--- src/rtl/core/bdi_pkg.sv ---
`default_nettype none

package bdi_pkg;

    // Default number of ring entries.
    localparam int DEPTH_DEF = 16;

    // Field widths of one request and one response.
    localparam int ACTION_W = 3;
    localparam int VALUE_W  = 32;
    localparam int INDEX_W  = 4;
    localparam int STATUS_W = 2;
    localparam int COUNT_W  = 5;

    // Action codes. Codes six and seven are unused and change nothing.
    localparam logic [ACTION_W-1:0] ACT_PUSH_FRONT = 3'd0;
    localparam logic [ACTION_W-1:0] ACT_POP_FRONT  = 3'd1;
    localparam logic [ACTION_W-1:0] ACT_PUSH_BACK  = 3'd2;
    localparam logic [ACTION_W-1:0] ACT_POP_BACK   = 3'd3;
    localparam logic [ACTION_W-1:0] ACT_READ_AT    = 3'd4;
    localparam logic [ACTION_W-1:0] ACT_WRITE_AT   = 3'd5;

    // Status codes.
    localparam logic [STATUS_W-1:0] ST_OK    = 2'd0;
    localparam logic [STATUS_W-1:0] ST_EMPTY = 2'd1;
    localparam logic [STATUS_W-1:0] ST_FULL  = 2'd2;
    localparam logic [STATUS_W-1:0] ST_RANGE = 2'd3;

    typedef struct packed {
        logic [ACTION_W-1:0]       action;
        logic signed [VALUE_W-1:0] value;
        logic [INDEX_W-1:0]        index;
    } req_t;

    typedef struct packed {
        logic signed [VALUE_W-1:0] data;
        logic [STATUS_W-1:0]       status;
        logic [COUNT_W-1:0]        count;
    } rsp_t;

    // Sequencer states.
    typedef enum logic [1:0] {
        S_IDLE,
        S_READ,
        S_RESP
    } state_t;

    // Commands from the controller to the datapath.
    typedef struct packed {
        logic take;
        logic load_data;
    } dp_cmd_t;

    // Status from the datapath to the controller.
    typedef struct packed {
        logic rd_hit;
    } dp_stat_t;

endpackage

`default_nettype wire

--- src/rtl/core/bdi_ram.sv ---
`default_nettype none

module bdi_ram #(
    parameter int WIDTH = 32,
    parameter int DEPTH = 16
) (
    input  wire logic                     clk,
    input  wire logic                     wr_en,
    input  wire logic [$clog2(DEPTH)-1:0] wr_addr,
    input  wire logic [WIDTH-1:0]         wr_data,
    input  wire logic                     rd_en,
    input  wire logic [$clog2(DEPTH)-1:0] rd_addr,
    output logic      [WIDTH-1:0]         rd_data
);

    logic [WIDTH-1:0] mem [DEPTH];

    // Write port and registered read port.
    always_ff @(posedge clk)
    begin
        if (wr_en)
        begin
            mem[wr_addr] <= wr_data;
        end
        if (rd_en)
        begin
            rd_data <= mem[rd_addr];
        end
    end

endmodule

`default_nettype wire

--- src/rtl/core/bdi_ctrl.sv ---
`default_nettype none

module bdi_ctrl (
    input  wire logic               clk,
    input  wire logic               rst_n,
    input  wire logic               req_valid,
    output logic                    req_stall,
    output logic                    rsp_valid,
    input  wire logic               rsp_stall,
    output bdi_pkg::dp_cmd_t        cmd,
    input  wire bdi_pkg::dp_stat_t  stat
);

    bdi_pkg::state_t state_reg;
    bdi_pkg::state_t state_next;

    // State register.
    always_ff @(posedge clk or negedge rst_n)
    begin
        if (!rst_n)
        begin
            state_reg <= bdi_pkg::S_IDLE;
        end
        else
        begin
            state_reg <= state_next;
        end
    end

    // Next state.
    always_comb
    begin
        state_next = state_reg;
        unique case (state_reg)
            bdi_pkg::S_IDLE:
            begin
                if (req_valid)
                begin
                    state_next = stat.rd_hit ? bdi_pkg::S_READ : bdi_pkg::S_RESP;
                end
            end
            bdi_pkg::S_READ:
            begin
                state_next = bdi_pkg::S_RESP;
            end
            bdi_pkg::S_RESP:
            begin
                if (!rsp_stall)
                begin
                    state_next = bdi_pkg::S_IDLE;
                end
            end
            default:
            begin
                state_next = bdi_pkg::S_IDLE;
            end
        endcase
    end

    // Outputs.
    always_comb
    begin
        req_stall     = 1'b1;
        rsp_valid     = 1'b0;
        cmd.take      = 1'b0;
        cmd.load_data = 1'b0;
        unique case (state_reg)
            bdi_pkg::S_IDLE:
            begin
                req_stall = 1'b0;
                cmd.take  = req_valid;
            end
            bdi_pkg::S_READ:
            begin
                cmd.load_data = 1'b1;
            end
            bdi_pkg::S_RESP:
            begin
                rsp_valid = 1'b1;
            end
            default:
            begin
                req_stall = 1'b1;
            end
        endcase
    end

    // A read capture always follows the request that started it.
    a_load_after_take: assert property (@(posedge clk) disable iff (!rst_n)
        cmd.load_data |-> $past(cmd.take) && $past(stat.rd_hit))
        else $error("read capture without a preceding read request");

    // No new request is taken while a response is still pending.
    a_no_take_in_resp: assert property (@(posedge clk) disable iff (!rst_n)
        rsp_valid |-> !cmd.take)
        else $error("request taken while a response is pending");

    // A stalled response stays offered.
    a_rsp_held: assert property (@(posedge clk) disable iff (!rst_n)
        rsp_valid && rsp_stall |=> rsp_valid)
        else $error("stalled response was withdrawn");

endmodule

`default_nettype wire

--- src/rtl/core/bdi_dpath.sv ---
`default_nettype none

module bdi_dpath #(
    parameter int DEPTH = bdi_pkg::DEPTH_DEF
) (
    input  wire logic               clk,
    input  wire logic               rst_n,
    input  wire bdi_pkg::req_t      req,
    output bdi_pkg::rsp_t           rsp,
    input  wire bdi_pkg::dp_cmd_t   cmd,
    output bdi_pkg::dp_stat_t       stat
);

    localparam int PTR_W  = $clog2(DEPTH);
    localparam int CNT_W  = $clog2(DEPTH + 1);
    localparam int SUM_W  = PTR_W + 1;
    localparam int CMP_W  = (CNT_W > bdi_pkg::INDEX_W) ? CNT_W : bdi_pkg::INDEX_W;
    localparam int IDXX_W = (PTR_W > bdi_pkg::INDEX_W) ? PTR_W : bdi_pkg::INDEX_W;
    localparam int OCNT_W = (CNT_W > bdi_pkg::COUNT_W) ? CNT_W : bdi_pkg::COUNT_W;

    logic [PTR_W-1:0]    head_reg;
    logic [PTR_W-1:0]    head_next;
    logic [CNT_W-1:0]    count_reg;
    logic [CNT_W-1:0]    count_next;
    logic [bdi_pkg::VALUE_W-1:0]  data_reg;
    logic [bdi_pkg::STATUS_W-1:0] status_reg;
    logic [bdi_pkg::STATUS_W-1:0] status_next;

    logic                is_empty;
    logic                is_full;
    logic                in_range;
    logic [IDXX_W-1:0]   idx_wide;
    logic [PTR_W-1:0]    logical;
    logic [SUM_W-1:0]    slot_sum;
    logic [PTR_W-1:0]    slot;
    logic [PTR_W-1:0]    head_dec;
    logic [PTR_W-1:0]    head_inc;
    logic                wr_en;
    logic [PTR_W-1:0]    wr_addr;
    logic                rd_hit;
    logic [bdi_pkg::VALUE_W-1:0] rd_data;
    logic [OCNT_W-1:0]   count_out;

    // Occupancy and index checks.
    assign is_empty = (count_reg == '0);
    assign is_full  = (count_reg == CNT_W'(DEPTH));
    assign in_range = (CMP_W'(req.index) < CMP_W'(count_reg));

    // Ring slot of a logical position: head plus offset, wrapped once.
    assign idx_wide = IDXX_W'(req.index);
    assign logical  = (req.action == bdi_pkg::ACT_PUSH_BACK) ?
                      count_reg[PTR_W-1:0] : idx_wide[PTR_W-1:0];
    assign slot_sum = {1'b0, head_reg} + {1'b0, logical};
    assign slot     = (slot_sum >= SUM_W'(DEPTH)) ?
                      PTR_W'(slot_sum - SUM_W'(DEPTH)) : slot_sum[PTR_W-1:0];

    // Head moves one slot either way with wraparound.
    assign head_dec = (head_reg == '0) ? PTR_W'(DEPTH - 1) : head_reg - 1'b1;
    assign head_inc = (head_reg == PTR_W'(DEPTH - 1)) ? '0 : head_reg + 1'b1;

    // Action decode.
    always_comb
    begin
        status_next = bdi_pkg::ST_OK;
        head_next   = head_reg;
        count_next  = count_reg;
        wr_en       = 1'b0;
        wr_addr     = slot;
        rd_hit      = 1'b0;
        unique case (req.action) inside
            bdi_pkg::ACT_PUSH_FRONT:
            begin
                if (is_full)
                begin
                    status_next = bdi_pkg::ST_FULL;
                end
                else
                begin
                    head_next  = head_dec;
                    wr_en      = 1'b1;
                    wr_addr    = head_dec;
                    count_next = count_reg + 1'b1;
                end
            end
            bdi_pkg::ACT_POP_FRONT:
            begin
                if (is_empty)
                begin
                    status_next = bdi_pkg::ST_EMPTY;
                end
                else
                begin
                    head_next  = head_inc;
                    count_next = count_reg - 1'b1;
                end
            end
            bdi_pkg::ACT_PUSH_BACK:
            begin
                if (is_full)
                begin
                    status_next = bdi_pkg::ST_FULL;
                end
                else
                begin
                    wr_en      = 1'b1;
                    count_next = count_reg + 1'b1;
                end
            end
            bdi_pkg::ACT_POP_BACK:
            begin
                if (is_empty)
                begin
                    status_next = bdi_pkg::ST_EMPTY;
                end
                else
                begin
                    count_next = count_reg - 1'b1;
                end
            end
            bdi_pkg::ACT_READ_AT, bdi_pkg::ACT_WRITE_AT:
            begin
                if (is_empty)
                begin
                    status_next = bdi_pkg::ST_EMPTY;
                end
                else if (!in_range)
                begin
                    status_next = bdi_pkg::ST_RANGE;
                end
                else if (req.action == bdi_pkg::ACT_READ_AT)
                begin
                    rd_hit = 1'b1;
                end
                else
                begin
                    wr_en = 1'b1;
                end
            end
            default:
            begin
                status_next = bdi_pkg::ST_OK;
            end
        endcase
    end

    assign stat.rd_hit = rd_hit;

    // Element store.
    bdi_ram #(
        .WIDTH (bdi_pkg::VALUE_W),
        .DEPTH (DEPTH)
    ) u_ram (
        .clk     (clk),
        .wr_en   (cmd.take && wr_en),
        .wr_addr (wr_addr),
        .wr_data (req.value),
        .rd_en   (cmd.take && rd_hit),
        .rd_addr (slot),
        .rd_data (rd_data)
    );

    // Pointer and count registers.
    always_ff @(posedge clk or negedge rst_n)
    begin
        if (!rst_n)
        begin
            head_reg  <= '0;
            count_reg <= '0;
        end
        else if (cmd.take)
        begin
            head_reg  <= head_next;
            count_reg <= count_next;
        end
    end

    // Response payload registers.
    always_ff @(posedge clk)
    begin
        if (cmd.take)
        begin
            status_reg <= status_next;
            data_reg   <= '0;
        end
        else if (cmd.load_data)
        begin
            data_reg <= rd_data;
        end
    end

    assign count_out  = OCNT_W'(count_reg);
    assign rsp.data   = data_reg;
    assign rsp.status = status_reg;
    assign rsp.count  = count_out[bdi_pkg::COUNT_W-1:0];

    // The count never exceeds the ring size.
    a_count_bound: assert property (@(posedge clk) disable iff (!rst_n)
        count_reg <= CNT_W'(DEPTH))
        else $error("element count above ring size");

    // A refused request leaves pointer and count untouched.
    a_refused_holds: assert property (@(posedge clk) disable iff (!rst_n)
        cmd.take && (status_next != bdi_pkg::ST_OK)
        |=> (count_reg == $past(count_reg)) && (head_reg == $past(head_reg)))
        else $error("refused request changed the queue state");

    // A successful pop removes exactly one element.
    a_pop_count: assert property (@(posedge clk) disable iff (!rst_n)
        cmd.take && (status_next == bdi_pkg::ST_OK)
        && ((req.action == bdi_pkg::ACT_POP_FRONT) || (req.action == bdi_pkg::ACT_POP_BACK))
        |=> count_reg == $past(count_reg) - 1'b1)
        else $error("pop did not remove one element");

endmodule

`default_nettype wire

--- src/rtl/core/bounded_deque_indexed_top.sv ---
`default_nettype none

// Bounded double-ended queue of signed 32-bit words kept in a ring of DEPTH
// entries with a head pointer and an element count. Each request pushes or
// pops at either end, or reads or writes the element at a position counted
// from the front; every request returns one response with the word read
// (read_at only, zero otherwise), a status code and the count after the
// action. Requests that cannot be served are flagged and change nothing.
// The block handles one request at a time: after acceptance it offers the
// response, holds it while the response is stalled, and only then accepts
// the next request; a successful read_at passes through an extra state for
// the registered read of the element memory.
module bounded_deque_indexed_top #(
    parameter int DEPTH = bdi_pkg::DEPTH_DEF
) (
    input  wire logic           clk,
    input  wire logic           rst_n,
    input  wire logic           req_valid,
    output logic                req_stall,
    input  wire bdi_pkg::req_t  req,
    output logic                rsp_valid,
    input  wire logic           rsp_stall,
    output bdi_pkg::rsp_t       rsp
);

    bdi_pkg::dp_cmd_t  cmd;
    bdi_pkg::dp_stat_t stat;

    // Request sequencer.
    bdi_ctrl u_ctrl (
        .clk       (clk),
        .rst_n     (rst_n),
        .req_valid (req_valid),
        .req_stall (req_stall),
        .rsp_valid (rsp_valid),
        .rsp_stall (rsp_stall),
        .cmd       (cmd),
        .stat      (stat)
    );

    // Ring storage, pointers and response registers.
    bdi_dpath #(
        .DEPTH (DEPTH)
    ) u_dpath (
        .clk   (clk),
        .rst_n (rst_n),
        .req   (req),
        .rsp   (rsp),
        .cmd   (cmd),
        .stat  (stat)
    );

endmodule

`default_nettype wire
--- config.mk ---
export PLATFORM = sky130hd
export DESIGN_NAME = bounded_deque_indexed_top
export DESIGN_NICKNAME = d
export VERILOG_FILES = /design/src/rtl/core/bdi_pkg.sv /design/src/rtl/core/bdi_ram.sv /design/src/rtl/core/bdi_ctrl.sv /design/src/rtl/core/bdi_dpath.sv /design/src/rtl/core/bounded_deque_indexed_top.sv
export SDC_FILE = /design/constraint.sdc
export NUM_CORES = 1
export LEC_CHECK = 0
export BUFFER_PORTS_ARGS = -buffer_cell sky130_fd_sc_hd__buf_2
export CAP_MARGIN = 20
export CORE_ASPECT_RATIO = 0.5
export CORE_MARGIN = 4
export CORE_UTILIZATION = 55
export CTS_CLUSTER_SIZE = 20
export DETAILED_ROUTE_END_ITERATION = 8
export GPL_ROUTABILITY_DRIVEN = 1
export PLACE_DENSITY = 0.72
export SLEW_MARGIN = 15
export SYNTH_ARGS = -nofsm -noshare
export SYNTH_HDL_FRONTEND = slang
export SYNTH_SLANG_ARGS = --single-unit
--- constraint.sdc ---
create_clock -name clk -period 10.16 [get_ports clk]
set_clock_uncertainty 0.05 [all_clocks]
set_input_delay 0.508 -clock clk [delete_from_list [all_inputs] [get_ports clk]]
set_output_delay 0.508 -clock clk [all_outputs]
set_load 0.01 [all_outputs]
# Word-level counts from Yosys, hierarchy flattened
# Memories as Yosys holds them, arrays and structs flattened. A register that Yosys moved wholly into a read port is not among the register bits.
# Cells that the tools add are included.
[op_classes] addsub=6 n_lt_le_gt_ge=2 n_eq_ne=15 mux=36 reduce_logical=14
[ops] op="$mux 4" count=8
[ops] op="$mux 1" count=15
[ops] op="$mux 2" count=6
[ops] op="$ne 2x2->1 const B" count=6
[ops] op="$pmux 2 s3" count=2
[ops] op="$mux 5" count=2
[ops] op="$pmux 5 s2" count=1
[ops] op="$pmux 4 s2" count=1
[ops] op="$reduce_and 4->1" count=2
[ops] op="$sub 4x1->4 const B" count=2
[ops] op="$eq 3x2->1 const B" count=2
[ops] op="$eq 3x3->1 const B" count=2
[ops] op="$reduce_or 2->1" count=3
[ops] op="$add 4x4->5" count=1
[ops] op="$add 5x1->5 const B" count=1
[ops] op="$eq 5x5->1 const B" count=1
[ops] op="$ge 5x5->1 const B" count=1
[ops] op="$logic_not 5->1" count=1
[ops] op="$lt 4x5->1" count=1
[ops] op="$sub 5x1->5 const B" count=1
[ops] op="$add 4x1->4 const B" count=1
[ops] op="$eq 4x4->1 const B" count=1
[ops] op="$logic_not 4->1" count=1
[ops] op="$reduce_bool 2->1" count=2
[ops] op="8 further kinds" count=9
[totals] register_bits=45 ramBits=512 input_bits=43 out_inout_bits=41 elab_cells=79 memories=1
[memory_table] memory="u_dpath.u_ram.mem" words=16 width=32 rd=1 rd_clocked_by_memory_dff=1 write_ports=1 line_no="bdi_ram.sv:16" rtl="logic [WIDTH-1:0] mem [DEPTH];"

# Logic depth before layout (Yosys ltp)
# Gate-level depths: netlist of the first run.
[depth] depth_word=8 depth_mapped=13 mapped_depth_nobuf=9

# Cells and area by module
# A second synthesis of the first run with hierarchy kept.
[unflattened] hier_cells=1084 hier_area_um2=22504.1
[by_module_without_submodules] mod="bdi_ram" instances=1 cells_each=838 area_each_um2=20155.6 seq_area_each_um2=16335.7
[by_module_without_submodules] mod="bdi_dpath" instances=1 cells_each=235 area_each_um2=2240.9 seq_area_each_um2=925.9
[by_module_without_submodules] mod="bdi_ctrl" instances=1 cells_each=11 area_each_um2=107.6 seq_area_each_um2=50.0

# Least setup slack after synthesis of the first run
# Ideal clock, no wire load.
[synth_path] kind="input port to flip-flop" from="in req[38] in the netlist's numbering" to="mem u_dpath.u_ram.mem[8][0], enable pin" setup_ps=461 t_arrival_ps=5149 t_required_ps=9649 setup_slack_ps=4500 stages=12 path_buffers=4 path_cell_list="buf_2 -> nor3b_2 -> mux2_2 -> ha_1 -> inv_1 -> fa_1 -> buf_2 -> clkbuf_1 -> buf_1 -> nor3b_1 -> o22ai_1 -> nor3_1"
[synth_between] elab_chain_cells=8 elab_cells_between_ends=20 classes_between="add/sub (2); order compare (1); eq/ne (3); mux (10); reduce/logical (4)"
[synth_rtl] element="from (decl)" line_no="bounded_deque_indexed_top.sv:20" rtl="input wire bdi_pkg::req_t req,"
[synth_rtl] element="branches (longest 8 deep; another with $add 4x4->5)"
[synth_rtl] element="to (decl)" line_no="bdi_ram.sv:16"
# Several ways; the timed one is not identified.

# Final worst setup path of the first run
[layout_path] from="in req[38] in the netlist's numbering" to="mem u_dpath.u_ram.mem[11][31], enable pin"
# Same word-level chain as after synthesis.

==> results of run 1 <==
-- per-stage QoR --
step | instance area [um^2] | utilization | setup WS (ns) | hold slack, ns | std cells
finish | 25700 | 0.632 | 5.32 | 0.127 | 1849
global route | 25700 | 0.632 | 4.96 | 0.125 | 1849
CTS | 25600 | 0.630 | 5.26 | 0.111 | 1846
detailed placement | 24000 | 0.591 | 4.68 | 0.349 | 1751
global placement | 24000 | 0.590 | 4.91 | 0.346 | 1750
floorplan | 22700 | - | 4.50 | 0.162 | 1164
-- critical path, stage by stage --
cell and delay [ns]:
buf_2 0.16, nor3b_2 0.36, mux2_2 0.41, ha_4 0.84
buf_4 0.78, nor3b_1 0.35, o22ai_1 0.31, nor3_2 0.62
buf_4 0.51
-- area by class of cell --
class,count,share of cell area
Sequential cell,589,0.674
Clock inverter,19,0.00731
Timing Repair Buffer,113,0.0279
Tap cell,540,0.0263
Inverter,13,0.00190
Clock buffer,75,0.0552
Multi-Input combinational cell,500,0.207
-- per-layer routing --
metal,global-route usage,wire length (um),vias to the layer above
met4,0.0445,721,2
met2,0.369,24200,600
met3,0.0411,4380,71
met1,0.347,21500,6216
met5,0,11,-
li1,-,-,4910
-- worst max-delay path by stage --
stage,cells past startpoint,slack [ns],end
6_report,9,5.32,u_dpath.u_ram.mem[11][31]$_DFFE_PP_
5_1_grt,9,4.96,u_dpath.u_ram.mem[11][31]$_DFFE_PP_
4_1_cts,7,5.26,u_dpath.u_ram.mem[11][31]$_DFFE_PP_
3_5_place_dp,9,4.68,u_dpath.u_ram.mem[11][16]$_DFFE_PP_
3_3_place_gp,9,4.91,u_dpath.u_ram.mem[9][12]$_DFFE_PP_
2_1_floorplan,12,4.50,u_dpath.u_ram.mem[8][0]$_DFFE_PP_
-- power breakdown --
group          switching [mW]  leakage (nW)  internal, mW
logic                    1.50          2.47          1.11
clock network           0.828         0.773          1.04
registers              0.0712          5.30          2.85
total                    2.40          8.55          5.01
-- cells in the final DEF (no fill, tap or decap), types with 4 or more instances in the layout --
cell       Yosys  final
a21oi_1       12      8
buf_2         18     83
clkinv_1       0      9
o21ai_0       10     10
a31oi_1       35     35
o22ai_1        5      5
nand3_1        5      5
nand2_1      137    137
nor3_2         0      4
clkbuf_1      41     19
nand2b_1       4      4
mux4_2       128    128
dfrtp_1       11     11
clkbuf_16      0     51
nor2_4         0      8
clkbuf_8       0      5
a21oi_4        0      4
and3_1        36     36
nor3_1         9      5
nor2_1        17      9
xor2_1         5      4
ha_1          13     12
mux2_2         4      4
buf_4          1     25
a22o_1        32     32
nor2b_1        5      4
inv_1         13     13
edfxtp_1     546    546
dfxtp_1       32     32
-- timing repair --
action                                 in CTS  in global routing
hold buffers                                1                  0
gates resized for setup                     0                  0
endpoints found under the hold margin      11                  0
-- logic make-up after synthesis --
logic type | Yosys count | synth area share
muxes | 135 | 0.130
DFF | 589 | 0.761
xor gates and xnor gates | 11 | 0.00545
and+or+nand+nor | 226 | 0.0454
adders and majority gates | 15 | 0.00891
buffers and inverters | 75 | 0.0135
AOI/OAI and AO/OA | 113 | 0.0353
==> flow_summary.json, run 1 <==
{
  "status": "completed",
  "clock_sinks": 589,
  "r2r_slack_ns": 5.37,
  "cts_setup_buffers": 0,
  "netlist_instances": 1164,
  "nFillCells": 2728,
  "clock_latency_ns": 0.58,
  "finalCritPeriodShare": 0.476,
  "clk_pin_slew_ns": 0.07,
  "numCtsBuffers": 50,
  "synth_area_um2": 22700,
  "rows": 52,
  "root_buffer": "clkbuf_16",
  "initial_core_util": 0.560,
  "crit_fanout": 43,
  "period_needed_ns": 4.84,
  "crit_type": "input port to flip-flop",
  "finalSetupViolCount": 0,
  "die_h_um": 152,
  "drc": 0,
  "critPathLaunch": "req[38]",
  "grt_pass1_vias": 11958,
  "fin_setup_tns_ns": 0,
  "maxCapViolCount": 0,
  "antenna_cells": 0,
  "reg2reg_depth": 7,
  "required_ns": 10.32,
  "whs_path_depth": 3,
  "cts_buffer_depth": 3,
  "cp.arrival_ns": 4.99,
  "htree_num_levels": 2,
  "core_area_um2": 40600,
  "yosysMostFrequentCell": "edfxtp_1",
  "io_pins": 84,
  "dieArea_um2": 44900,
  "critPathLaunchType": "input port",
  "track_usage": 0.232,
  "syn-num-nets": 1222,
  "largest_reg_flops": 512,
  "synth_area_leader_cell": "edfxtp_1",
  "synthArstFlopShare": 0.0187,
  "seq_area_um2": 17300,
  "vias": 11799,
  "synth_warnings": 0,
  "hold_path_startpoint": "rsp_stall",
  "overflow": 0,
  "ys.flop_type": "edfxtp_1",
  "hold_end": "u_ctrl.state_reg[1]$_DFFE_PN0P_",
  "ys_types": 47,
  "dp_hpwl_mm": 26.3,
  "slew_viol_final": 0,
  "cts_tree": "yes",
  "antenna_found_initial": 1,
  "place_congestion": 0.772,
  "worst_slew_pin_slew_ns": 1.14,
  "final_net_count": 1325,
  "synth-seq-cells": 589,
  "r2r-start": "u_dpath.count_out[0]$_DFFE_PN0P_",
  "die_x_um": 296,
  "grt_pass1_wl_mm": 76.2,
  "drt_iter0_drc": 1273,
  "avgSynthCellArea_um2": 19.5,
  "port_buffers": 83,
  "vias_per_cell": 6.38,
  "ys_seq_area_frac": 0.761,
  "hold_viol_final": 0,
  "firstDrtPassIters": 7,
  "netlist_top_cells_count": "546 x edfxtp_1, 137 x nand2_1, 128 x mux4_2",
  "synthTopCellsByArea": "edfxtp_1 72%, mux4_2 13%, dfxtp_1 2.8%",
  "cp-end-kind": "flip-flop",
  "multi_input_area_um2": 5310,
  "ant_nets": 0,
  "leakagePower_nw": 8.55,
  "powerDensity_nw_per_um2": 289,
  "vdd_drop_max_mv": 0.215,
  "drive_gt1_frac": 0.261,
  "grt_max_degree": 77,
  "synth_edf_count": 546,
  "yosys.area.top_type_share": 0.721,
  "rsz0062_at_grt": "no",
  "wl_per_cell_um": 27.5,
  "wl_mm": 50.8,
  "areaGrowthSynthToFinish_pct": 12.9,
  "reg2reg_to": "u_dpath.u_ram.mem[11][31]$_DFFE_PP_",
  "max_freq_mhz": 207,
  "worstHoldPathType": "input port to flip-flop",
  "slew_headroom": 0.230,
  "total_power_mw": 7.41
}
No activity file was read; power rests on OpenSTA's default activity.
==> run 2, diff against run 1 <==
--- a/config.mk
+++ b/config.mk
@@ -13,7 +13,7 @@
 export CTS_CLUSTER_SIZE = 20
 export DETAILED_ROUTE_END_ITERATION = 8
 export GPL_ROUTABILITY_DRIVEN = 1
-export PLACE_DENSITY = 0.72
+export PLACE_DENSITY = 0.75
 export SLEW_MARGIN = 15
 export SYNTH_ARGS = -nofsm -noshare
 export SYNTH_HDL_FRONTEND = slang
==> constraint.sdc (replaced) <==
create_clock -name clk -period 4.16 [get_ports clk]
set_clock_uncertainty 0.05 [all_clocks]
set_input_delay 0.208 -clock clk [delete_from_list [all_inputs] [get_ports clk]]
set_output_delay 0.208 -clock clk [all_outputs]
set_load 0.01 [all_outputs]
==> flow_summary.json, run 2 (same netlist as run 1, synthesis figures left out) <==
{
  "status": "completed",
  "cts_tree": "yes",
  "crit_fanout": 19,
  "die_x_um": 296,
  "wl_mm": 50.0,
  "port_buffers": 83,
  "critPathLaunchType": "flip-flop",
  "clock_sinks": 589,
  "worstHoldPathType": "input port to flip-flop",
  "worst_slew_pin_slew_ns": 1.14,
  "slew_viol_final": 0,
  "place_congestion": 0.750,
  "firstDrtPassIters": 5,
  "track_usage": 0.229,
  "wl_per_cell_um": 26.3,
  "post-route-util": 0.645,
  "max_freq_mhz": 286,
  "dp_hpwl_mm": 27.7,
  "clock_latency_ns": 0.58,
  "mostFrequentLayoutCell": "edfxtp_1",
  "cts_resized": 0,
  "die_h_um": 152,
  "powerDensity_nw_per_um2": 693,
  "drc": 0,
  "rsz0062_at_grt": "no",
  "final_net_count": 1377,
  "antenna_cells": 0,
  "nFillCells": 2632,
  "vias_per_cell": 6.31,
  "grt_max_degree": 97,
  "numCtsBuffers": 50,
  "layout_common_cells": "546 x edfxtp_1, 137 x nand2_1, 128 x mux4_2",
  "clk_pin_slew_ns": 0.07,
  "ant_nets": 0,
  "cts_setup_buffers": 0,
  "htree_num_levels": 2,
  "vdd_drop_max_mv": 1.01,
  "core_area_um2": 40600,
  "maxCapViolCount": 0,
  "finalSetupViolCount": 0,
  "io_pins": 84,
  "cp-end-kind": "flip-flop",
  "dieArea_um2": 44900,
  "drive_gt1_frac": 0.263,
  "areaGrowthSynthToFinish_pct": 15.2,
  "hold_buffers": 36,
  "slew_headroom": 0.240,
  "overflow": 0,
  "total_power_mw": 18.2,
  "required_ns": 4.35,
  "drt_iter0_drc": 1409,
  "grt_pass1_wl_mm": 75.7,
  "hold_viol_final": 0,
  "initial_core_util": 0.560,
  "crit_type": "flip-flop to flip-flop",
  "leakagePower_nw": 8.78,
  "rows": 52,
  "period_needed_ns": 3.50,
  "grt_pass1_vias": 12200,
  "largest_reg_flops": 512,
  "cts_buffer_depth": 3,
  "antenna_found_initial": 0,
  "finalCritPeriodShare": 0.842,
  "vias": 12003,
  "root_buffer": "clkbuf_16",
  "cp.arrival_ns": 3.69
}
==> run 2: changes by cell type in the layout (fill, tap and decap cells not counted), sizes merged <==
cell,delta
clkinvlp,-1
dlygate4sd3,+35
clkinv,+2
bufinv,-2
inv,+6
clkbuf,-5
buf,+17
==> run 2: worst max-delay path, cell delays in order (launching register included) <==
cell and delay, ns:
dfrtp_1 0.45, inv_1 0.07, ha_1 0.31, a21oi_1 0.15, nand2_1 0.09, nor4_1 0.82, o22ai_1 0.52, nor3_4 0.28
buf_4 0.39
==> run 2: area by class of cell <==
cell class | count | area, um^2 | area share
inverters | 13 | 48.8 | 0.00186
well taps | 540 | 676 | 0.0258
clock buffers | 70 | 1390 | 0.0530
multi-input cells | 500 | 5340 | 0.204
clock inverters | 24 | 170 | 0.00649
repair buffers | 165 | 1270 | 0.0485
flip-flops and latches | 589 | 17300 | 0.661
==> run 2: metal layers <==
metal / GRT usage / routed length, um / vias up / part of all wire
met4: 0.0672 / 1240 / 0 / 0.025
met3: 0.0342 / 4280 / 93 / 0.086
li1: - / - / 5023 / -
met1: 0.337 / 20700 / 6209 / 0.41
met2: 0.365 / 23800 / 678 / 0.48
met5: 0 / 0 / - / 0
==> run 2: final timing paths <==
path	from	end	slack (ns)	cells past startpoint
setup / recovery	u_dpath.count_out[3]$_DFFE_PN0P_	u_dpath.u_ram.mem[11][16]$_DFFE_PP_	0.66	8
hold / removal	req[38]	u_dpath.status_reg[1]$_DFFE_PP_	0.03	2
setup reg to reg	u_dpath.count_out[3]$_DFFE_PN0P_	u_dpath.u_ram.mem[11][16]$_DFFE_PP_	0.66	8
hold reg to reg	u_dpath.u_ram.rd_data[29]$_DFFE_PP_	u_dpath.data_reg[29]$_SDFFE_PP0P_	0.42	1
max in group asynchronous	rst_n	u_dpath.count_out[1]$_DFFE_PN0P_	3.10	3
min in group asynchronous	rst_n	u_dpath.head_reg[2]$_DFFE_PN0P_	0.61	3
==> run 2: report_power, final <==
part	switching [mW]	internal (mW)	leakage (nW)
sequential	0.174	6.95	5.30
combinational	3.70	2.86	2.72
clock	2.06	2.42	0.758
total	5.93	12.2	8.78
==> run 2: per-stage QoR <==
step / instance area (um^2) / setup WS [ns] / hold slack, ns / setup TNS (ns) / std cells
global placement: 24300 / 0.393 / 0.0371 / 0 / 1770
global route: 26200 / 0.571 / 0.0261 / 0 / 1901
detailed placement: 24300 / 0.342 / 0.0471 / 0 / 1770
CTS: 26200 / 0.627 / 0.00566 / 0 / 1900
floorplan: 22800 / -0.389 / -0.138 / -79.31 / 1164
finish: 26200 / 0.659 / 0.0306 / 0 / 1901
==> run 3, diff against run 2 <==
==> constraint.sdc (replaced) <==
create_clock -name clk -period 2.9 [get_ports clk]
set_clock_uncertainty 0.05 [all_clocks]
set_input_delay 0.145 -clock clk [delete_from_list [all_inputs] [get_ports clk]]
set_output_delay 0.145 -clock clk [all_outputs]
set_load 0.01 [all_outputs]
==> flow_summary.json, run 3 (same netlist as run 1, synthesis figures left out) <==
{
  "status": "finished, violations left",
  "violations": "setup timing",
  "final_cell_count_no_fill": 2011,
  "placed_cells_incl_taps": 1839,
  "slew_headroom": 0.618,
  "finalSetupViolCount": 123,
  "hold_end": "u_dpath.status_reg[1]$_DFFE_PP_",
  "crit_path_max_incr_delay_ns": 0.69,
  "clock_latency_ns": 0.58,
  "cp.arrival_ns": 3.23,
  "period_needed_ns": 2.97,
  "r2r_slack_ns": -0.07,
  "clock_sinks": 589,
  "io_pins": 84,
  "cp-end-kind": "flip-flop",
  "port_buffers": 83,
  "mostFrequentLayoutCell": "edfxtp_1",
  "drive_gt1_frac": 0.347,
  "reg2reg_depth": 9,
  "drc": 0,
  "nFillCells": 2324,
  "final_net_count": 1488,
  "drt_iter0_drc": 1753,
  "grt_pass1_wl_mm": 80.0,
  "required_ns": 3.16,
  "hold_viol_final": 0,
  "powerDensity_nw_per_um2": 1030,
  "post-route-util": 0.696,
  "overflow": 0,
  "critPathLaunchType": "flip-flop",
  "setup_ws_ns": -0.0737,
  "worst_slew_pin_slew_ns": 0.573,
  "track_usage": 0.244,
  "largest_reg_flops": 512,
  "vias_per_cell": 6.49,
  "htree_num_levels": 2,
  "maxCapViolCount": 0,
  "fin_setup_tns_ns": -3.45,
  "wl_per_cell_um": 29.9,
  "cts_buffer_depth": 3,
  "initial_core_util": 0.560,
  "vdd_drop_max_mv": 0.686,
  "dp_hpwl_mm": 30.3,
  "areaGrowthSynthToFinish_pct": 24.3,
  "grt_pass1_vias": 12533,
  "whs_path_depth": 3,
  "clk_pin_slew_ns": 0.06,
  "grt_max_degree": 43,
  "reg2reg_to": "u_dpath.u_ram.mem[11][27]$_DFFE_PP_",
  "root_buffer": "clkbuf_16",
  "worstHoldPathType": "input port to flip-flop",
  "vias": 13057,
  "leakagePower_nw": 9.74,
  "antenna_found_initial": 0,
  "wl_mm": 60.1,
  "r2r-start": "u_dpath.count_out[0]$_DFFE_PN0P_",
  "firstDrtPassIters": 5,
  "die_h_um": 152,
  "dieArea_um2": 44900,
  "numCtsBuffers": 49,
  "crit_chain": "mux2_4 > ha_4 > inv_2 > fa_4 > nor3b_4 > o22ai_4 > nor3_4 > buf_6 > clkbuf_16",
  "cts_tree": "yes",
  "crit_slowest_cell": "fa_4",
  "place_congestion": 0.806,
  "crit_fanout": 7,
  "slew_viol_final": 0,
  "layout_common_cells": "546 x edfxtp_1, 134 x nand2_1, 128 x mux4_2",
  "total_power_mw": 29.2,
  "finalCritPeriodShare": 1.03,
  "core_area_um2": 40600,
  "crit_type": "flip-flop to flip-flop",
  "antenna_cells": 0,
  "rsz0062_at_grt": "yes",
  "hold_path_startpoint": "req[38]",
  "rows": 52,
  "max_freq_mhz": 336,
  "die_x_um": 296,
  "ant_nets": 0
}
==> run 3: cell count changes in the layout (fill, tap and decap cells not counted), moves of 8 or more <==
cell       before  now
buf_4          34   74
clkbuf_8        4   12
buf_6           0   17
clkbuf_16      51   66
buf_12         12   47
clkinv_1       14    1
==> run 3: how the worst max path moves through the flow <==
stage | startpoint | end
6_report | u_dpath.count_out[0]$_DFFE_PN0P_ | u_dpath.u_ram.mem[11][27]$_DFFE_PP_
5_1_grt | u_dpath.count_out[0]$_DFFE_PN0P_ | u_dpath.u_ram.mem[11][27]$_DFFE_PP_
3_3_place_gp | req[36] | u_dpath.u_ram.rd_data[30]$_DFFE_PP_
4_1_cts | u_dpath.count_out[0]$_DFFE_PN0P_ | u_dpath.u_ram.rd_data[11]$_DFFE_PP_
3_5_place_dp | req[36] | u_dpath.u_ram.rd_data[3]$_DFFE_PP_
2_1_floorplan | req[36] | u_dpath.u_ram.mem[11][0]$_DFFE_PP_
==> run 3: timing repair <==
item,CTS,global route
setup buffers,4,17
gates cloned,0,24
hold endpoints to repair,524,0
hold buffers,36,0
setup endpoints to repair,41,412
gates resized for setup,5,40
pin swaps,1,9
==> run 3: layout make-up <==
cell class | count | area [um^2] | share of cell area
Multi-Input combinational cell | 500 | 5530 | 0.196
Sequential cell | 589 | 17300 | 0.612
Inverter | 13 | 48.8 | 0.00173
Clock buffer | 71 | 1430 | 0.0505
Clock inverter | 21 | 330 | 0.0117
Timing Repair Buffer | 277 | 2950 | 0.104
Tap cell | 540 | 676 | 0.0239
==> run 3: metal layers <==
layer / vias up / track usage / share of wire / wire [um]
met5: - / 0 / 0 / 0
met3: 128 / 0.0533 / 0.12 / 7430
met2: 968 / 0.396 / 0.48 / 28600
li1: 5258 / - / - / -
met4: 0 / 0.0581 / 0.023 / 1390
met1: 6703 / 0.348 / 0.38 / 22600
==> run 3: critical path, delay by kind of cell (launching register included) <==
| kind | cells | cell delay [ns] |
|---|---|---|
| compound gates | 1 | 0.15 |
| fa+ha+maj | 2 | 0.85 |
| mux | 1 | 0.28 |
| buf+inv | 3 | 0.46 |
| flops | 1 | 0.38 |
| simple gates | 2 | 0.52 |
==> run 3: stage by stage <==
| stage | worst slack [ns] | area [um^2] | hold WS [ns] |
|---|---|---|---|
| after global placement | -0.433 | 25200 | -0.0110 |
| after detailed placement | -0.505 | 25200 | -0.00624 |
| after CTS | -0.0312 | 27400 | 0.00983 |
| after global routing | -0.164 | 28300 | 0.0203 |
| final | -0.0737 | 28300 | 0.0186 |
| after floorplan | -0.687 | 23100 | -0.201 |
==> run 3: report_power, final <==
part           switching (mW)  internal (mW)
Sequential              0.178           9.97
Clock                    3.05           4.16
Combinational            6.28           5.57
Total                    9.51           19.7
